File: config.mk
export PLATFORM = sky130hd
export DESIGN_NAME = capture_period_speed_meter_top_flat
export DESIGN_NICKNAME = d
export VERILOG_FILES = /design/src/rtl/cpsm_pkg.sv /design/src/rtl/cpsm_in_if.sv /design/src/rtl/cpsm_out_if.sv /design/src/rtl/cpsm_queue.sv /design/src/rtl/cpsm_front.sv /design/src/rtl/cpsm_back.sv /design/src/rtl/capture_period_speed_meter_top.sv /design/src/flat_wrapper.sv
export SDC_FILE = /design/constraint.sdc
export NUM_CORES = 1
export LEC_CHECK = 0
export BUFFER_PORTS_ARGS = -buffer_cell sky130_fd_sc_hd__buf_2
export CAP_MARGIN = 30
export CORE_MARGIN = 2
export CORE_UTILIZATION = 56
export CTS_BUF_LIST = sky130_fd_sc_hd__clkbuf_4
export DETAILED_ROUTE_END_ITERATION = 12
export PLACE_DENSITY = 0.74
export SLEW_MARGIN = 20
export SYNTH_ARGS = -nofsm -noshare
export SYNTH_HDL_FRONTEND = slang
export SYNTH_SLANG_ARGS = --single-unit
export TNS_END_PERCENT = 10
File: constraint.sdc
create_clock -name i_clk -period 8.1 [get_ports i_clk]
set_input_delay 0.405 -clock i_clk [delete_from_list [all_inputs] [get_ports i_clk]]
set_output_delay 0.405 -clock i_clk [all_outputs]
set_load 0.02 [all_outputs]
File: src/rtl/cpsm_pkg.sv
// Shared types and constants for the capture period speed meter.
// No dependencies; every other file depends on this package.
package cpsm_pkg;

    localparam int CAP_W    = 16;
    localparam int PERIOD_W = 32;
    localparam int SPEED_W  = 24;
    localparam int CLASS_W  = 3;
    localparam int TMO_W    = 8;
    localparam int LEVEL_W  = 16;
    localparam int CFG_IDX_W  = 3;
    localparam int CFG_DATA_W = 24;

    // capture above this with a same-event overflow belongs to the old count
    localparam logic [CAP_W-1:0] LATE_CAPTURE_LIMIT = 16'h8000;

    // register map
    typedef enum logic [CFG_IDX_W-1:0] {
        CFG_TIMEOUT   = 3'd0,
        CFG_NUMERATOR = 3'd1,
        CFG_LVL_OFF   = 3'd2,
        CFG_LVL_RED   = 3'd3,
        CFG_LVL_YEL   = 3'd4,
        CFG_LVL_GRN   = 3'd5
    } t_cfg_idx;

    localparam logic [TMO_W-1:0]   RST_TIMEOUT   = 8'd6;
    localparam logic [SPEED_W-1:0] RST_NUMERATOR = 24'd218865;
    localparam logic [LEVEL_W-1:0] RST_LVL_OFF   = 16'd26;
    localparam logic [LEVEL_W-1:0] RST_LVL_RED   = 16'd256;
    localparam logic [LEVEL_W-1:0] RST_LVL_YEL   = 16'd768;
    localparam logic [LEVEL_W-1:0] RST_LVL_GRN   = 16'd1280;

    // color classes
    localparam logic [CLASS_W-1:0] CLS_OFF    = 3'd0;
    localparam logic [CLASS_W-1:0] CLS_RED    = 3'd1;
    localparam logic [CLASS_W-1:0] CLS_YELLOW = 3'd2;
    localparam logic [CLASS_W-1:0] CLS_GREEN  = 3'd3;
    localparam logic [CLASS_W-1:0] CLS_WHITE  = 3'd4;

    typedef struct packed {
        logic [TMO_W-1:0]   timeout;
        logic [SPEED_W-1:0] numerator;
        logic [LEVEL_W-1:0] lvl_off;
        logic [LEVEL_W-1:0] lvl_red;
        logic [LEVEL_W-1:0] lvl_yel;
        logic [LEVEL_W-1:0] lvl_grn;
    } t_cfg;

    // handshake between front/back and the period queue
    typedef struct packed {
        logic full;
        logic empty;
    } t_q_status;

endpackage

File: src/rtl/cpsm_in_if.sv
// Input word channel: one timer event.
// Depends on cpsm_pkg.
interface cpsm_in_if;
    logic                     valid;
    logic                     ready;
    logic                     edge_seen;
    logic                     overflow_seen;
    logic [cpsm_pkg::CAP_W-1:0] capture_value;

    modport source (output valid, edge_seen, overflow_seen, capture_value, input ready);
    modport sink   (input valid, edge_seen, overflow_seen, capture_value, output ready);
endinterface

File: src/rtl/cpsm_out_if.sv
// Output word channel: one period/speed/color report.
// Depends on cpsm_pkg.
interface cpsm_out_if;
    logic                          valid;
    logic                          ready;
    logic [cpsm_pkg::PERIOD_W-1:0] period_ticks;
    logic [cpsm_pkg::SPEED_W-1:0]  speed_fixed;
    logic [cpsm_pkg::CLASS_W-1:0]  color_class;

    modport source (output valid, period_ticks, speed_fixed, color_class, input ready);
    modport sink   (input valid, period_ticks, speed_fixed, color_class, output ready);
endinterface

File: src/rtl/cpsm_queue.sv
// Short FIFO of periods between the event front end and the divider back end.
// Depends on cpsm_pkg.
module cpsm_queue #(
    parameter int DEPTH = 2
) (
    input  logic                          i_clk,
    input  logic                          i_rst_n,
    input  logic                          i_push,
    input  logic [cpsm_pkg::PERIOD_W-1:0] i_push_data,
    input  logic                          i_pop,
    output logic [cpsm_pkg::PERIOD_W-1:0] o_head,
    output cpsm_pkg::t_q_status           o_status
);
    import cpsm_pkg::*;

    localparam int PTR_W = (DEPTH > 1) ? $clog2(DEPTH) : 1;
    localparam int CNT_W = $clog2(DEPTH + 1);

    logic [PERIOD_W-1:0] r_mem [DEPTH];
    logic [PTR_W-1:0]    r_wr_ptr, n_wr_ptr;
    logic [PTR_W-1:0]    r_rd_ptr, n_rd_ptr;
    logic [CNT_W-1:0]    r_count, n_count;

    function automatic logic [PTR_W-1:0] ptr_inc(input logic [PTR_W-1:0] p);
        ptr_inc = (p == PTR_W'(DEPTH - 1)) ? '0 : p + 1'b1;
    endfunction

    assign o_status.full  = (r_count == CNT_W'(DEPTH));
    assign o_status.empty = (r_count == '0);
    assign o_head         = r_mem[r_rd_ptr];

    always_comb begin
        n_wr_ptr = i_push ? ptr_inc(r_wr_ptr) : r_wr_ptr;
        n_rd_ptr = i_pop  ? ptr_inc(r_rd_ptr) : r_rd_ptr;
        n_count  = r_count;
        if (i_push && !i_pop) begin
            n_count = r_count + 1'b1;
        end else if (i_pop && !i_push) begin
            n_count = r_count - 1'b1;
        end
    end

    always_ff @(posedge i_clk) begin
        if (!i_rst_n) begin
            r_wr_ptr <= '0;
            r_rd_ptr <= '0;
            r_count  <= '0;
        end else begin
            r_wr_ptr <= n_wr_ptr;
            r_rd_ptr <= n_rd_ptr;
            r_count  <= n_count;
        end
    end

    always_ff @(posedge i_clk) begin
        if (i_push) begin
            r_mem[r_wr_ptr] <= i_push_data;
        end
    end

    a_no_overrun: assert property (@(posedge i_clk) disable iff (!i_rst_n)
        !(i_push && o_status.full))
        else $error("period queue overrun");
    a_no_underrun: assert property (@(posedge i_clk) disable iff (!i_rst_n)
        !(i_pop && o_status.empty))
        else $error("period queue underrun");
    a_count_bound: assert property (@(posedge i_clk) disable iff (!i_rst_n)
        r_count <= CNT_W'(DEPTH))
        else $error("period queue count out of range");

endmodule

File: src/rtl/cpsm_front.sv
// Event front end: extends captures, tracks overflows and timeout, queues periods.
// Depends on cpsm_pkg and cpsm_in_if.
module cpsm_front (
    input  logic                          i_clk,
    input  logic                          i_rst_n,
    cpsm_in_if.sink                       i_in,
    input  logic [cpsm_pkg::TMO_W-1:0]    i_timeout,
    input  cpsm_pkg::t_q_status           i_q_status,
    output logic                          o_q_push,
    output logic [cpsm_pkg::PERIOD_W-1:0] o_q_period
);
    import cpsm_pkg::*;

    logic [CAP_W-1:0]    r_ovf_cnt, n_ovf_cnt;
    logic [PERIOD_W-1:0] r_prev_cap, n_prev_cap;
    logic [TMO_W-1:0]    r_since_edge, n_since_edge;

    logic                accept;
    logic [CAP_W-1:0]    cap_hi;
    logic [PERIOD_W-1:0] ext_cap;

    // any event may report, so only take one when a queue slot is free
    assign i_in.ready = !i_q_status.full;
    assign accept     = i_in.valid && i_in.ready;

    always_comb begin
        n_ovf_cnt    = r_ovf_cnt;
        n_prev_cap   = r_prev_cap;
        n_since_edge = r_since_edge;
        o_q_push     = 1'b0;
        o_q_period   = '0;

        if (i_in.overflow_seen) begin
            n_ovf_cnt = r_ovf_cnt + 1'b1;
            if (r_since_edge != '1) begin
                n_since_edge = r_since_edge + 1'b1;
            end
        end

        // late capture: overflow in the same event happened after the edge
        cap_hi = n_ovf_cnt;
        if (i_in.overflow_seen && (i_in.capture_value > LATE_CAPTURE_LIMIT)) begin
            cap_hi = n_ovf_cnt - 1'b1;
        end
        ext_cap = {cap_hi, i_in.capture_value};

        if (i_in.edge_seen) begin
            o_q_push     = accept;
            o_q_period   = ext_cap - r_prev_cap;
            n_prev_cap   = ext_cap;
            n_since_edge = '0;
        end else if (i_in.overflow_seen && (n_since_edge > i_timeout)) begin
            o_q_push   = accept;
            o_q_period = '0;
        end
    end

    always_ff @(posedge i_clk) begin
        if (!i_rst_n) begin
            r_ovf_cnt    <= '0;
            r_prev_cap   <= '0;
            r_since_edge <= '0;
        end else if (accept) begin
            r_ovf_cnt    <= n_ovf_cnt;
            r_prev_cap   <= n_prev_cap;
            r_since_edge <= n_since_edge;
        end
    end

endmodule

File: src/rtl/cpsm_back.sv
// Back end: serial restoring divider for speed, color classing, output register.
// Depends on cpsm_pkg and cpsm_out_if.
module cpsm_back (
    input  logic                          i_clk,
    input  logic                          i_rst_n,
    input  cpsm_pkg::t_cfg                i_cfg,
    input  cpsm_pkg::t_q_status           i_q_status,
    input  logic [cpsm_pkg::PERIOD_W-1:0] i_q_head,
    output logic                          o_q_pop,
    cpsm_out_if.source                    o_out
);
    import cpsm_pkg::*;

    localparam int CNT_W = $clog2(SPEED_W);

    typedef enum logic [2:0] {
        S_IDLE = 3'b001,
        S_DIV  = 3'b010,
        S_CLS  = 3'b100
    } t_state;

    t_state              r_state, n_state;
    logic [PERIOD_W-1:0] r_div;      // divisor, also the reported period
    logic [PERIOD_W-1:0] r_rem;
    logic [SPEED_W-1:0]  r_nq;       // numerator bits out the top, quotient in
    logic [CNT_W-1:0]    r_cnt;

    logic                r_out_valid;
    logic [PERIOD_W-1:0] r_out_period;
    logic [SPEED_W-1:0]  r_out_speed;
    logic [CLASS_W-1:0]  r_out_class;

    logic [PERIOD_W:0]   rem_sh;
    logic                q_bit;
    logic [PERIOD_W:0]   rem_sub;
    logic                out_free;
    logic                load_out;
    logic [CLASS_W-1:0]  cls;

    assign rem_sh   = {r_rem, r_nq[SPEED_W-1]};
    assign q_bit    = (rem_sh >= {1'b0, r_div});
    assign rem_sub  = rem_sh - {1'b0, r_div};
    assign out_free = !r_out_valid || o_out.ready;
    assign o_q_pop  = (r_state == S_IDLE) && !i_q_status.empty;
    assign load_out = (r_state == S_CLS) && out_free;

    always_comb begin
        priority if (r_nq < SPEED_W'(i_cfg.lvl_off)) begin
            cls = CLS_OFF;
        end else if (r_nq < SPEED_W'(i_cfg.lvl_red)) begin
            cls = CLS_RED;
        end else if (r_nq < SPEED_W'(i_cfg.lvl_yel)) begin
            cls = CLS_YELLOW;
        end else if (r_nq < SPEED_W'(i_cfg.lvl_grn)) begin
            cls = CLS_GREEN;
        end else begin
            cls = CLS_WHITE;
        end
    end

    always_comb begin
        n_state = r_state;
        unique case (r_state)
            S_IDLE: begin
                if (o_q_pop) begin
                    n_state = (i_q_head == '0) ? S_CLS : S_DIV;
                end
            end
            S_DIV: begin
                if (r_cnt == CNT_W'(SPEED_W - 1)) begin
                    n_state = S_CLS;
                end
            end
            S_CLS: begin
                if (out_free) begin
                    n_state = S_IDLE;
                end
            end
            default: n_state = S_IDLE;
        endcase
    end

    always_ff @(posedge i_clk) begin
        if (!i_rst_n) begin
            r_state     <= S_IDLE;
            r_out_valid <= 1'b0;
        end else begin
            r_state <= n_state;
            if (load_out) begin
                r_out_valid <= 1'b1;
            end else if (o_out.ready) begin
                r_out_valid <= 1'b0;
            end
        end
    end

    // datapath, no reset needed
    always_ff @(posedge i_clk) begin
        if (o_q_pop) begin
            r_div <= i_q_head;
            r_rem <= '0;
            r_cnt <= '0;
            // zero period: skip the divide, speed is zero
            r_nq  <= (i_q_head == '0) ? '0 : i_cfg.numerator;
        end else if (r_state == S_DIV) begin
            r_rem <= q_bit ? rem_sub[PERIOD_W-1:0] : rem_sh[PERIOD_W-1:0];
            r_nq  <= {r_nq[SPEED_W-2:0], q_bit};
            r_cnt <= r_cnt + 1'b1;
        end
        if (load_out) begin
            r_out_period <= r_div;
            r_out_speed  <= r_nq;   // quotient never exceeds the 24-bit field
            r_out_class  <= cls;
        end
    end

    assign o_out.valid        = r_out_valid;
    assign o_out.period_ticks = r_out_period;
    assign o_out.speed_fixed  = r_out_speed;
    assign o_out.color_class  = r_out_class;

    a_zero_period_zero_speed: assert property (@(posedge i_clk) disable iff (!i_rst_n)
        load_out && (r_div == '0) |=> (r_out_speed == '0))
        else $error("zero period reported with nonzero speed");
    a_div_count_bound: assert property (@(posedge i_clk) disable iff (!i_rst_n)
        (r_state == S_DIV) |-> (r_cnt < CNT_W'(SPEED_W)))
        else $error("divider ran past quotient width");
    a_pop_only_idle: assert property (@(posedge i_clk) disable iff (!i_rst_n)
        o_q_pop |=> (r_state == S_DIV || r_state == S_CLS))
        else $error("pop did not start work");

endmodule

File: src/rtl/capture_period_speed_meter_top.sv
// Capture period speed meter: a timer-event front end feeding a serial
// divider back end through a short queue. Every accepted timer event updates
// the overflow count and edge timeout registers; an event with a
// rising-edge capture, or an overflow that pushes the no-edge count past
// timeout_overflows, produces one report, any other event produces none.
// A report with a nonzero period is popped, run through the one-bit-per-cycle
// restoring divide of speed_numerator by the period, then classified and
// registered once the output register is free; a zero-period report skips
// the divide. The back end takes no new period until the last is registered,
// so the divider sets the sustained rate of reports; events without reports
// go at one per cycle until the queue of Q_DEPTH periods fills. The user must
// write configuration only while the block is idle; the block does not enforce it.
// Depends on cpsm_pkg, cpsm_in_if, cpsm_out_if, cpsm_front, cpsm_queue, cpsm_back.
module capture_period_speed_meter_top #(
    parameter int Q_DEPTH = 2
) (
    input  logic                            i_clk,
    input  logic                            i_rst_n,
    cpsm_in_if.sink                         i_in,
    cpsm_out_if.source                      o_out,
    input  logic                            i_cfg_we,
    input  logic [cpsm_pkg::CFG_IDX_W-1:0]  i_cfg_idx,
    input  logic [cpsm_pkg::CFG_DATA_W-1:0] i_cfg_data
);
    import cpsm_pkg::*;

    t_cfg                r_cfg;
    t_q_status           q_status;
    logic                q_push;
    logic                q_pop;
    logic [PERIOD_W-1:0] q_push_data;
    logic [PERIOD_W-1:0] q_head;

    // configuration registers; indexes past the map are dropped
    always_ff @(posedge i_clk) begin
        if (!i_rst_n) begin
            r_cfg.timeout   <= RST_TIMEOUT;
            r_cfg.numerator <= RST_NUMERATOR;
            r_cfg.lvl_off   <= RST_LVL_OFF;
            r_cfg.lvl_red   <= RST_LVL_RED;
            r_cfg.lvl_yel   <= RST_LVL_YEL;
            r_cfg.lvl_grn   <= RST_LVL_GRN;
        end else if (i_cfg_we) begin
            unique case (t_cfg_idx'(i_cfg_idx))
                CFG_TIMEOUT:   r_cfg.timeout   <= i_cfg_data[TMO_W-1:0];
                CFG_NUMERATOR: r_cfg.numerator <= i_cfg_data[SPEED_W-1:0];
                CFG_LVL_OFF:   r_cfg.lvl_off   <= i_cfg_data[LEVEL_W-1:0];
                CFG_LVL_RED:   r_cfg.lvl_red   <= i_cfg_data[LEVEL_W-1:0];
                CFG_LVL_YEL:   r_cfg.lvl_yel   <= i_cfg_data[LEVEL_W-1:0];
                CFG_LVL_GRN:   r_cfg.lvl_grn   <= i_cfg_data[LEVEL_W-1:0];
                default: ;
            endcase
        end
    end

    // front: event bookkeeping and period extraction
    cpsm_front u_front (
        .i_clk      (i_clk),
        .i_rst_n    (i_rst_n),
        .i_in       (i_in),
        .i_timeout  (r_cfg.timeout),
        .i_q_status (q_status),
        .o_q_push   (q_push),
        .o_q_period (q_push_data)
    );

    // decouples event intake from the long divide
    cpsm_queue #(
        .DEPTH (Q_DEPTH)
    ) u_queue (
        .i_clk       (i_clk),
        .i_rst_n     (i_rst_n),
        .i_push      (q_push),
        .i_push_data (q_push_data),
        .i_pop       (q_pop),
        .o_head      (q_head),
        .o_status    (q_status)
    );

    // back: speed divide, color class, output word register
    cpsm_back u_back (
        .i_clk      (i_clk),
        .i_rst_n    (i_rst_n),
        .i_cfg      (r_cfg),
        .i_q_status (q_status),
        .i_q_head   (q_head),
        .o_q_pop    (q_pop),
        .o_out      (o_out)
    );

endmodule
File: src/flat_wrapper.sv
// flat-port wrapper written by rule: the top's interface ports become plain ports
module capture_period_speed_meter_top_flat import cpsm_pkg::*;
#(
    parameter int Q_DEPTH = 2
)
  (i_clk, i_rst_n, i_cfg_we, i_cfg_idx, i_cfg_data, i_in_valid, i_in_edge_seen, i_in_overflow_seen, i_in_capture_value, i_in_ready, o_out_valid, o_out_period_ticks, o_out_speed_fixed, o_out_color_class, o_out_ready);
  cpsm_in_if i_in_i ();
  cpsm_out_if o_out_i ();
  input  logic i_clk;
  input  logic i_rst_n;
  input  logic i_cfg_we;
  input  logic [cpsm_pkg::CFG_IDX_W-1:0] i_cfg_idx;
  input  logic [cpsm_pkg::CFG_DATA_W-1:0] i_cfg_data;
  input wire logic [$bits(i_in_i.valid)-1:0] i_in_valid;
  input wire logic [$bits(i_in_i.edge_seen)-1:0] i_in_edge_seen;
  input wire logic [$bits(i_in_i.overflow_seen)-1:0] i_in_overflow_seen;
  input wire logic [$bits(i_in_i.capture_value)-1:0] i_in_capture_value;
  output wire logic [$bits(i_in_i.ready)-1:0] i_in_ready;
  output wire logic [$bits(o_out_i.valid)-1:0] o_out_valid;
  output wire logic [$bits(o_out_i.period_ticks)-1:0] o_out_period_ticks;
  output wire logic [$bits(o_out_i.speed_fixed)-1:0] o_out_speed_fixed;
  output wire logic [$bits(o_out_i.color_class)-1:0] o_out_color_class;
  input wire logic [$bits(o_out_i.ready)-1:0] o_out_ready;
  assign i_in_i.valid = i_in_valid;
  assign i_in_i.edge_seen = i_in_edge_seen;
  assign i_in_i.overflow_seen = i_in_overflow_seen;
  assign i_in_i.capture_value = i_in_capture_value;
  assign i_in_ready = i_in_i.ready;
  assign o_out_valid = o_out_i.valid;
  assign o_out_period_ticks = o_out_i.period_ticks;
  assign o_out_speed_fixed = o_out_i.speed_fixed;
  assign o_out_color_class = o_out_i.color_class;
  assign o_out_i.ready = o_out_ready;
  capture_period_speed_meter_top #(.Q_DEPTH(Q_DEPTH)) u_core (.i_clk(i_clk), .i_rst_n(i_rst_n), .i_in(i_in_i), .o_out(o_out_i), .i_cfg_we(i_cfg_we), .i_cfg_idx(i_cfg_idx), .i_cfg_data(i_cfg_data));
endmodule
==> flow_summary.ini, run 1 <==
[grt]
grt-busiest-layer = met2
grt_pass1_wl_mm = 72.96
grt_usage_pct = 24.45
antenna_found_initial = 1
use_met1_pct = 32.57
met2_usage_pct = 39.97
overflow = 0
grt_max_degree = 74
grt_pass1_vias = 15233
met3_usage_pct = 4.021

[route]
drc = 0
first_pass_iters = 6
dr_total_vias = 15678
wl_mm = 44.39
via_per_inst = 5.532
ant_nets = 0
drt_iter0_markers = 968
post_drt_wl_per_cell_um = 15.66

[power]
pwr-share-clk_pct = 28.3
power_mw = 5.894
p_comb_share_pct = 28.0
p_leak_nw = 8.811
switching_share_pct = 33.97
sequentialPowerShare_pct = 43.7
p_per_area_nw_per_um2 = 264.4
switchingPower_mw = 2.002
cell_internal_pwr_mw = 3.891
ir_drop_mv = 0.2160

[yosys]
synthTopCellsByArea = edfxtp_1 27%, dfxtp_1 20%, ha_1 8.7%
postSynthCellCount = 2115
synth_top_area_share_pct = 27.41
syn_avg_cell_area_sq_um = 9.272
ys_types = 78
ys_seq_elements = 377
synth_top_area_cell = edfxtp_1
synth-warning-count = 0
ys_top_cells_by_count = 389 x nand2_1, 198 x dfxtp_1, 188 x a21oi_1, 179 x edfxtp_1, 158 x inv_1
synth_edf_count = 179
yosysMostFrequentCell = nand2_1
ys_seq_area_share_pct = 47.62
synthArstFlopShare_pct = 0
synthFlopType = dfxtp_1
synth.cell_area_sq_um = 19610
synthesis.nets = 2303

[die]
start_util_pct = 56.77
die_h_um = 191.1
dieArea_sq_um = 36530
core_sq_um = 34540
pin_count = 111
die_x_um = 191.1
rows = 68

[cts]
cts_tree = done
clockBufferDepth = 3
cts.sinks = 377
cts_root_buf = clkbuf_4
numCtsBuffers = 96
clk_latency_ns = 0.77
clk_pin_slew_ns = 0.07
htree_levels = 3

[min_path]
hold_path_class = in -> reg

[timing]
hold_viol = 0
finalClockSkew_ns = 0.06080
tightest_slew_ns = 0.9524
min_period_over_period_pct = 56.64
finalSetupTns_ns = 0
fin_crit_ns = 4.588
slew_violations = 0
rsz0062_at_grt = no
max_slew_margin_pct = 34.86
clock.fmax_ghz = 0.2180
setup_viol = 0

[place]
hpwl_mm = 30.33
placed_area_sq_um = 20540
port_buffers = 110
place.gp.congestion = 0.8869
dp_cells = 2609

[worst_setup_path]
crit_type = reg -> reg
startpoint_type = register
worst-endpoint-required_ns = 8.78
worstPathMaxFanout = 8
arrival_ns = 5.26
end_kind = register

[layout]
final_area_sq_um = 22290
syn_to_final_growth_pct = 13.66
layout-drive-gt1-share_pct = 15.06
nets = 2484
fin_cells = 2834

[status]
status = finished, final reports clean

[job]
maxCapViolations = 0
-- flip-flops by register name, summed over array words and instances, names as in the netlist, 5 cells and up, named ones only --
name,count
u_core.r_cfg,96
u_core.u_back.o_out.period_ticks,32
u_core.u_back.o_out.speed_fixed,24
u_core.u_back.r_cnt,5
u_core.u_back.r_div,32
u_core.u_back.r_nq,24
u_core.u_back.r_rem,32
u_core.u_front.r_ovf_cnt,16
u_core.u_front.r_prev_cap,32
u_core.u_front.r_since_edge,8
u_core.u_queue.r_mem,64
-- metrics by stage --
stage                     hold slack (ns)  utilization, %  setup slack (ns)
after floorplan                    0.4264               -             3.570
after CTS                         0.02880           64.38             3.535
after global placement             0.4350           59.36             3.681
after global routing              0.05737           64.53             3.217
final                              0.1121           64.53             3.512
after detailed placement           0.4367           59.45             3.520
-- timing repair --
| action | in CTS | in global routing |
|---|---|---|
| hold buffers | 41 | 0 |
| hold endpoints to repair | 113 | 0 |
| endpoints found under the setup margin | 0 | 0 |
| resized for setup | 0 | 0 |
| buffers inserted | 0 | 0 |
-- power groups by stage --
stage	Combinational, mW	Clock [mW]	Sequential [mW]
floorplan	1.22	0	2.51
global placement	1.55	0	2.61
detailed placement	1.60	0	2.61
CTS	1.63	1.71	2.57
global route	1.86	1.82	2.60
finish	1.65	1.67	2.58
-- final cells by class --
type	count	area [sq um]
tap	455	569.3
antenna	2	5.005
clock buffer	153	1149
fill	2875	12250
timing repair buffer	170	1127
inverter	159	599.3
multi-input combinational	1492	9358
clock inverter	26	143.9
sequential	377	9339
-- metal layers --
layer / up-vias / routed length [um]
li1: 7780 / -
met1: 7352 / 20410
met2: 449 / 20450
met3: 97 / 2400
met4: 0 / 1120
met5: - / 0
-- worst paths after layout --
check	slack [ns]	to	from	depth (start not counted)
setup / recovery	3.51	u_core.u_queue.r_count[1]	u_core.u_front.r_since_edge[0]	18
hold / removal	0.11	u_core.u_back.r_state[0]	i_rst_n	2
setup reg to reg	3.51	u_core.u_queue.r_count[1]	u_core.u_front.r_since_edge[0]	18
hold reg to reg	0.45	u_core.u_back.o_out.period_ticks[10]	u_core.u_back.r_div[10]	0
-- placed cells by master, fill, tap and decap left out, types with 5 or more instances in the layout --
cell type and count:
o21ai_1 5, nor2_1 127, mux2i_1 21, nand2b_1 20
xor2_1 46, and3_1 6, nor3_1 18, nor2_2 6
a21o_1 46, ha_1 136, nand4_1 26, a211oi_1 15
or3_1 9, o21a_1 15, clkinv_1 18, nand3_1 72
dlygate4sd3_1 41, a21oi_1 188, nor2b_1 19, mux2_2 34
buf_2 111, o21ai_0 92, edfxtp_1 179, clkbuf_4 153
and2_1 10, xnor2_1 59, a31oi_1 16, buf_4 14
nor4_1 16, a22oi_1 10, o211ai_1 15, nand2_1 388
inv_1 157, o21bai_1 6, dfxtp_1 198, a2111oi_0 5
-- critical path, cell delays in order, from the launching register on --
cell and delay (ns):
dfxtp_1 0.36, ha_1 0.26, nand4_1 0.15, inv_1 0.08, a31oi_1 0.55, mux2_2 0.44
ha_1 0.29, nor2b_1 0.14, o21a_1 0.16, o21ai_0 0.17, nand2b_1 0.07, a21oi_1 0.14
o21ai_0 0.09, o311a_1 0.13, o21ai_0 0.55, inv_1 0.11, ha_1 0.33, or3_1 0.37
a21oi_1 0.15
-- kinds of logic after synthesis --
kind of cell / count (synthesis) / share of synthesized area [%]
DFF: 377 / 47.62
muxes: 56 / 3.082
buffers and inverters: 246 / 4.862
adders and majority gates: 138 / 8.881
AOI/OAI and AO/OA: 450 / 13.84
xor gates and xnor gates: 106 / 4.772
and+or+nand+nor: 742 / 16.94
(Power assumes the default switching activity.)
==> inputs of run 2 (changes only) <==
- ABC_AREA: not set -> 1
- PLACE_DENSITY: 0.74 -> 0.77
- clock period: 8.1 -> 4.1 ns (I/O delays scaled with it)
==> flow_summary.ini, run 2 <==
[status]
status = finished, final reports clean

[timing]
hold_viol = 0
rsz0062_at_grt = no
clock.fmax_ghz = 0.2701
tightest_slew_ns = 0.8499
min_period_over_period_pct = 90.30
finalSetupTns_ns = 0
fin_crit_ns = 3.702
slew_violations = 0
max_slew_margin_pct = 43.34
setup_viol = 0
whs_ns = 0.06490
finalClockSkew_ns = 0.05812

[die]
die_x_um = 193.9
rows = 69
die_h_um = 193.9
start_util_pct = 56.80
pin_count = 111
dieArea_sq_um = 37610
core_sq_um = 35570

[route]
first_pass_iters = 6
wl_met2_mm = 24.31
drt_iter0_markers = 1192
ant_nets = 0
wl_met1_mm = 21.49
wl_mm = 50.22
dr_total_vias = 17401
drc = 0
via_per_inst = 5.503
post_drt_wl_per_cell_um = 15.88
dr_wl_met3_mm = 2.999
maxUsedRoutingLayer = met4

[worst_setup_path]
startpoint_type = register
end_kind = register
worstPathMaxFanout = 6
arrival_ns = 4.36
worst-endpoint-required_ns = 4.76
crit_type = reg -> reg

[yosys]
ys_top_cells_by_count = 400 x nand2_1, 337 x inv_1, 255 x a21oi_1, 214 x o21ai_0, 198 x dfxtp_1
synth-warning-count = 0
synthArstFlopShare_pct = 0
synth_edf_count = 179
synth_top_area_cell = edfxtp_1
yosysMostFrequentCell = nand2_1
syn_avg_cell_area_sq_um = 8.421
synthesis.nets = 2587
postSynthCellCount = 2399
ys_seq_elements = 377
synth.cell_area_sq_um = 20200
synthFlopType = dfxtp_1
synth_top_area_share_pct = 26.61
ys_seq_area_share_pct = 46.23
ys_types = 52
synthTopCellsByArea = edfxtp_1 27%, dfxtp_1 20%, ha_1 8.4%

[layout]
largest_reg_flops = 96
nets = 2804
layout-drive-gt1-share_pct = 14.63
syn_to_final_growth_pct = 14.41
seqCellArea_sq_um = 9339
layout_common_cells = 400 x nand2_1, 337 x inv_1, 255 x a21oi_1
reg.largest.list = u_core.r_cfg x96, u_core.u_queue.r_mem x64
multi_input_area_sq_um = 9253
layout_commonest_cell = nand2_1
fill_cells = 2886
regMostFlops = u_core.r_cfg
final_area_sq_um = 23110

[cts]
clk_latency_ns = 0.80
cts.sinks = 377
clk_pin_slew_ns = 0.07
numCtsBuffers = 97
cts_tree = done
htree_levels = 3
clockBufferDepth = 3
cts_setup_buffers = 0
cts_root_buf = clkbuf_4

[grt]
overflow = 0
grt_max_degree = 91
grt_usage_pct = 26.74
antenna_found_initial = 1
grt_pass1_wl_mm = 83.01
grt_pass1_vias = 17105

[place]
place.gp.congestion = 0.9466
hpwl_mm = 35.62
port_buffers = 110
placed_area_sq_um = 21190

[job]
maxCapViolations = 0

[power]
ir_drop_mv = 0.3439
p_leak_nw = 10.01
p_per_area_nw_per_um2 = 550.7

[min_path]
hold_path_class = in -> reg
[run 2: changes by cell type in the layout (fill, tap and decap cells not counted), sizes merged, moves of 41 or more]
| cell | before | now |
|---|---|---|
| a21oi | 188 | 255 |
| inv | 161 | 346 |
| nand3 | 77 | 138 |
| nor2 | 134 | 191 |
| o21ai | 98 | 230 |
| xnor2 | 59 | 18 |
[run 2: repair_timing]
action	4_1_cts	5_1_grt
endpoints found under the hold margin	131	0
resized for setup	0	0
setup endpoints to repair	0	0
hold buffers	62	0
[run 2: area by class of cell]
type / instances / area share (%)
clock inverter: 28 / 0.5738
multi-input combinational: 1604 / 40.03
sequential: 377 / 40.40
tap: 461 / 2.496
inverter: 347 / 5.635
timing repair buffer: 189 / 5.814
clock buffer: 155 / 5.034
antenna: 1 / 0.01083
[run 2: stage by stage]
stage | instances | setup WS (ns) | power [mW] | util [%]
after floorplan | 2399 | -0.06778 | 8.158 | -
after global placement | 2915 | 0.4937 | 9.196 | 59.51
after detailed placement | 2916 | 0.4407 | 9.353 | 59.59
after CTS | 3161 | 0.4369 | 12.74 | 64.97
after global routing | 3162 | 0.08548 | 13.56 | 64.98
final | 3162 | 0.3977 | 12.73 | 64.98
[run 2: cell families after synthesis]
| group | synth area share, % |
|---|---|
| flops | 46.23 |
| xor+xnor | 2.162 |
| fa+ha+maj | 8.621 |
| buf+inv | 8.095 |
| mux | 1.802 |
| compound gates | 15.04 |
| simple gates | 18.05 |
[run 2: worst paths after layout]
kind | startpoint | endpoint | slack [ns] | depth (start not counted)
worst max-delay path | u_core.u_front.r_since_edge[1] | u_core.u_queue.r_count[1] | 0.40 | 21
worst min-delay path | i_in_edge_seen | u_core.u_queue.r_mem[1][22] | 0.06 | 3
worst max register to register | u_core.u_front.r_since_edge[1] | u_core.u_queue.r_count[1] | 0.40 | 21
worst min register to register | u_core.u_back.r_div[2] | u_core.u_back.o_out.period_ticks[2] | 0.45 | 0
[run 2: power by group]
| part | internal, mW | leakage [nW] | total, mW | switching (mW) |
|---|---|---|---|---|
| Clock | 1.73 | 0.781 | 3.30 | 1.57 |
| Combinational | 1.48 | 5.96 | 4.20 | 2.72 |
| Sequential | 4.76 | 3.27 | 5.23 | 0.468 |
| Total | 7.96 | 10.0 | 12.7 | 4.76 |
[run 2: worst max-delay path, cell delays in order (launching register included)]
cell	delay, ns
dfxtp_1	0.38
ha_1	0.19
nand2_1	0.08
nor3_1	0.26
nand2_1	0.14
o21ai_1	0.37
inv_1	0.11
nand2_1	0.09
xor2_1	0.14
inv_1	0.07
ha_1	0.27
nand2_1	0.05
o21ai_0	0.16
nand2_1	0.07
o211ai_1	0.09
nand4_1	0.19
nand2_1	0.15
ha_1	0.27
a21oi_1	0.13
o21ai_0	0.13
o21ai_0	0.19
a21oi_1	0.08
[run 2: routing by layer]
layer  global-route usage (%)  vias up
met5                        0        -
met4                    9.848        0
met3                    4.923      113
met2                    45.86      559
met1                    33.77     8115
li1                         -     8614
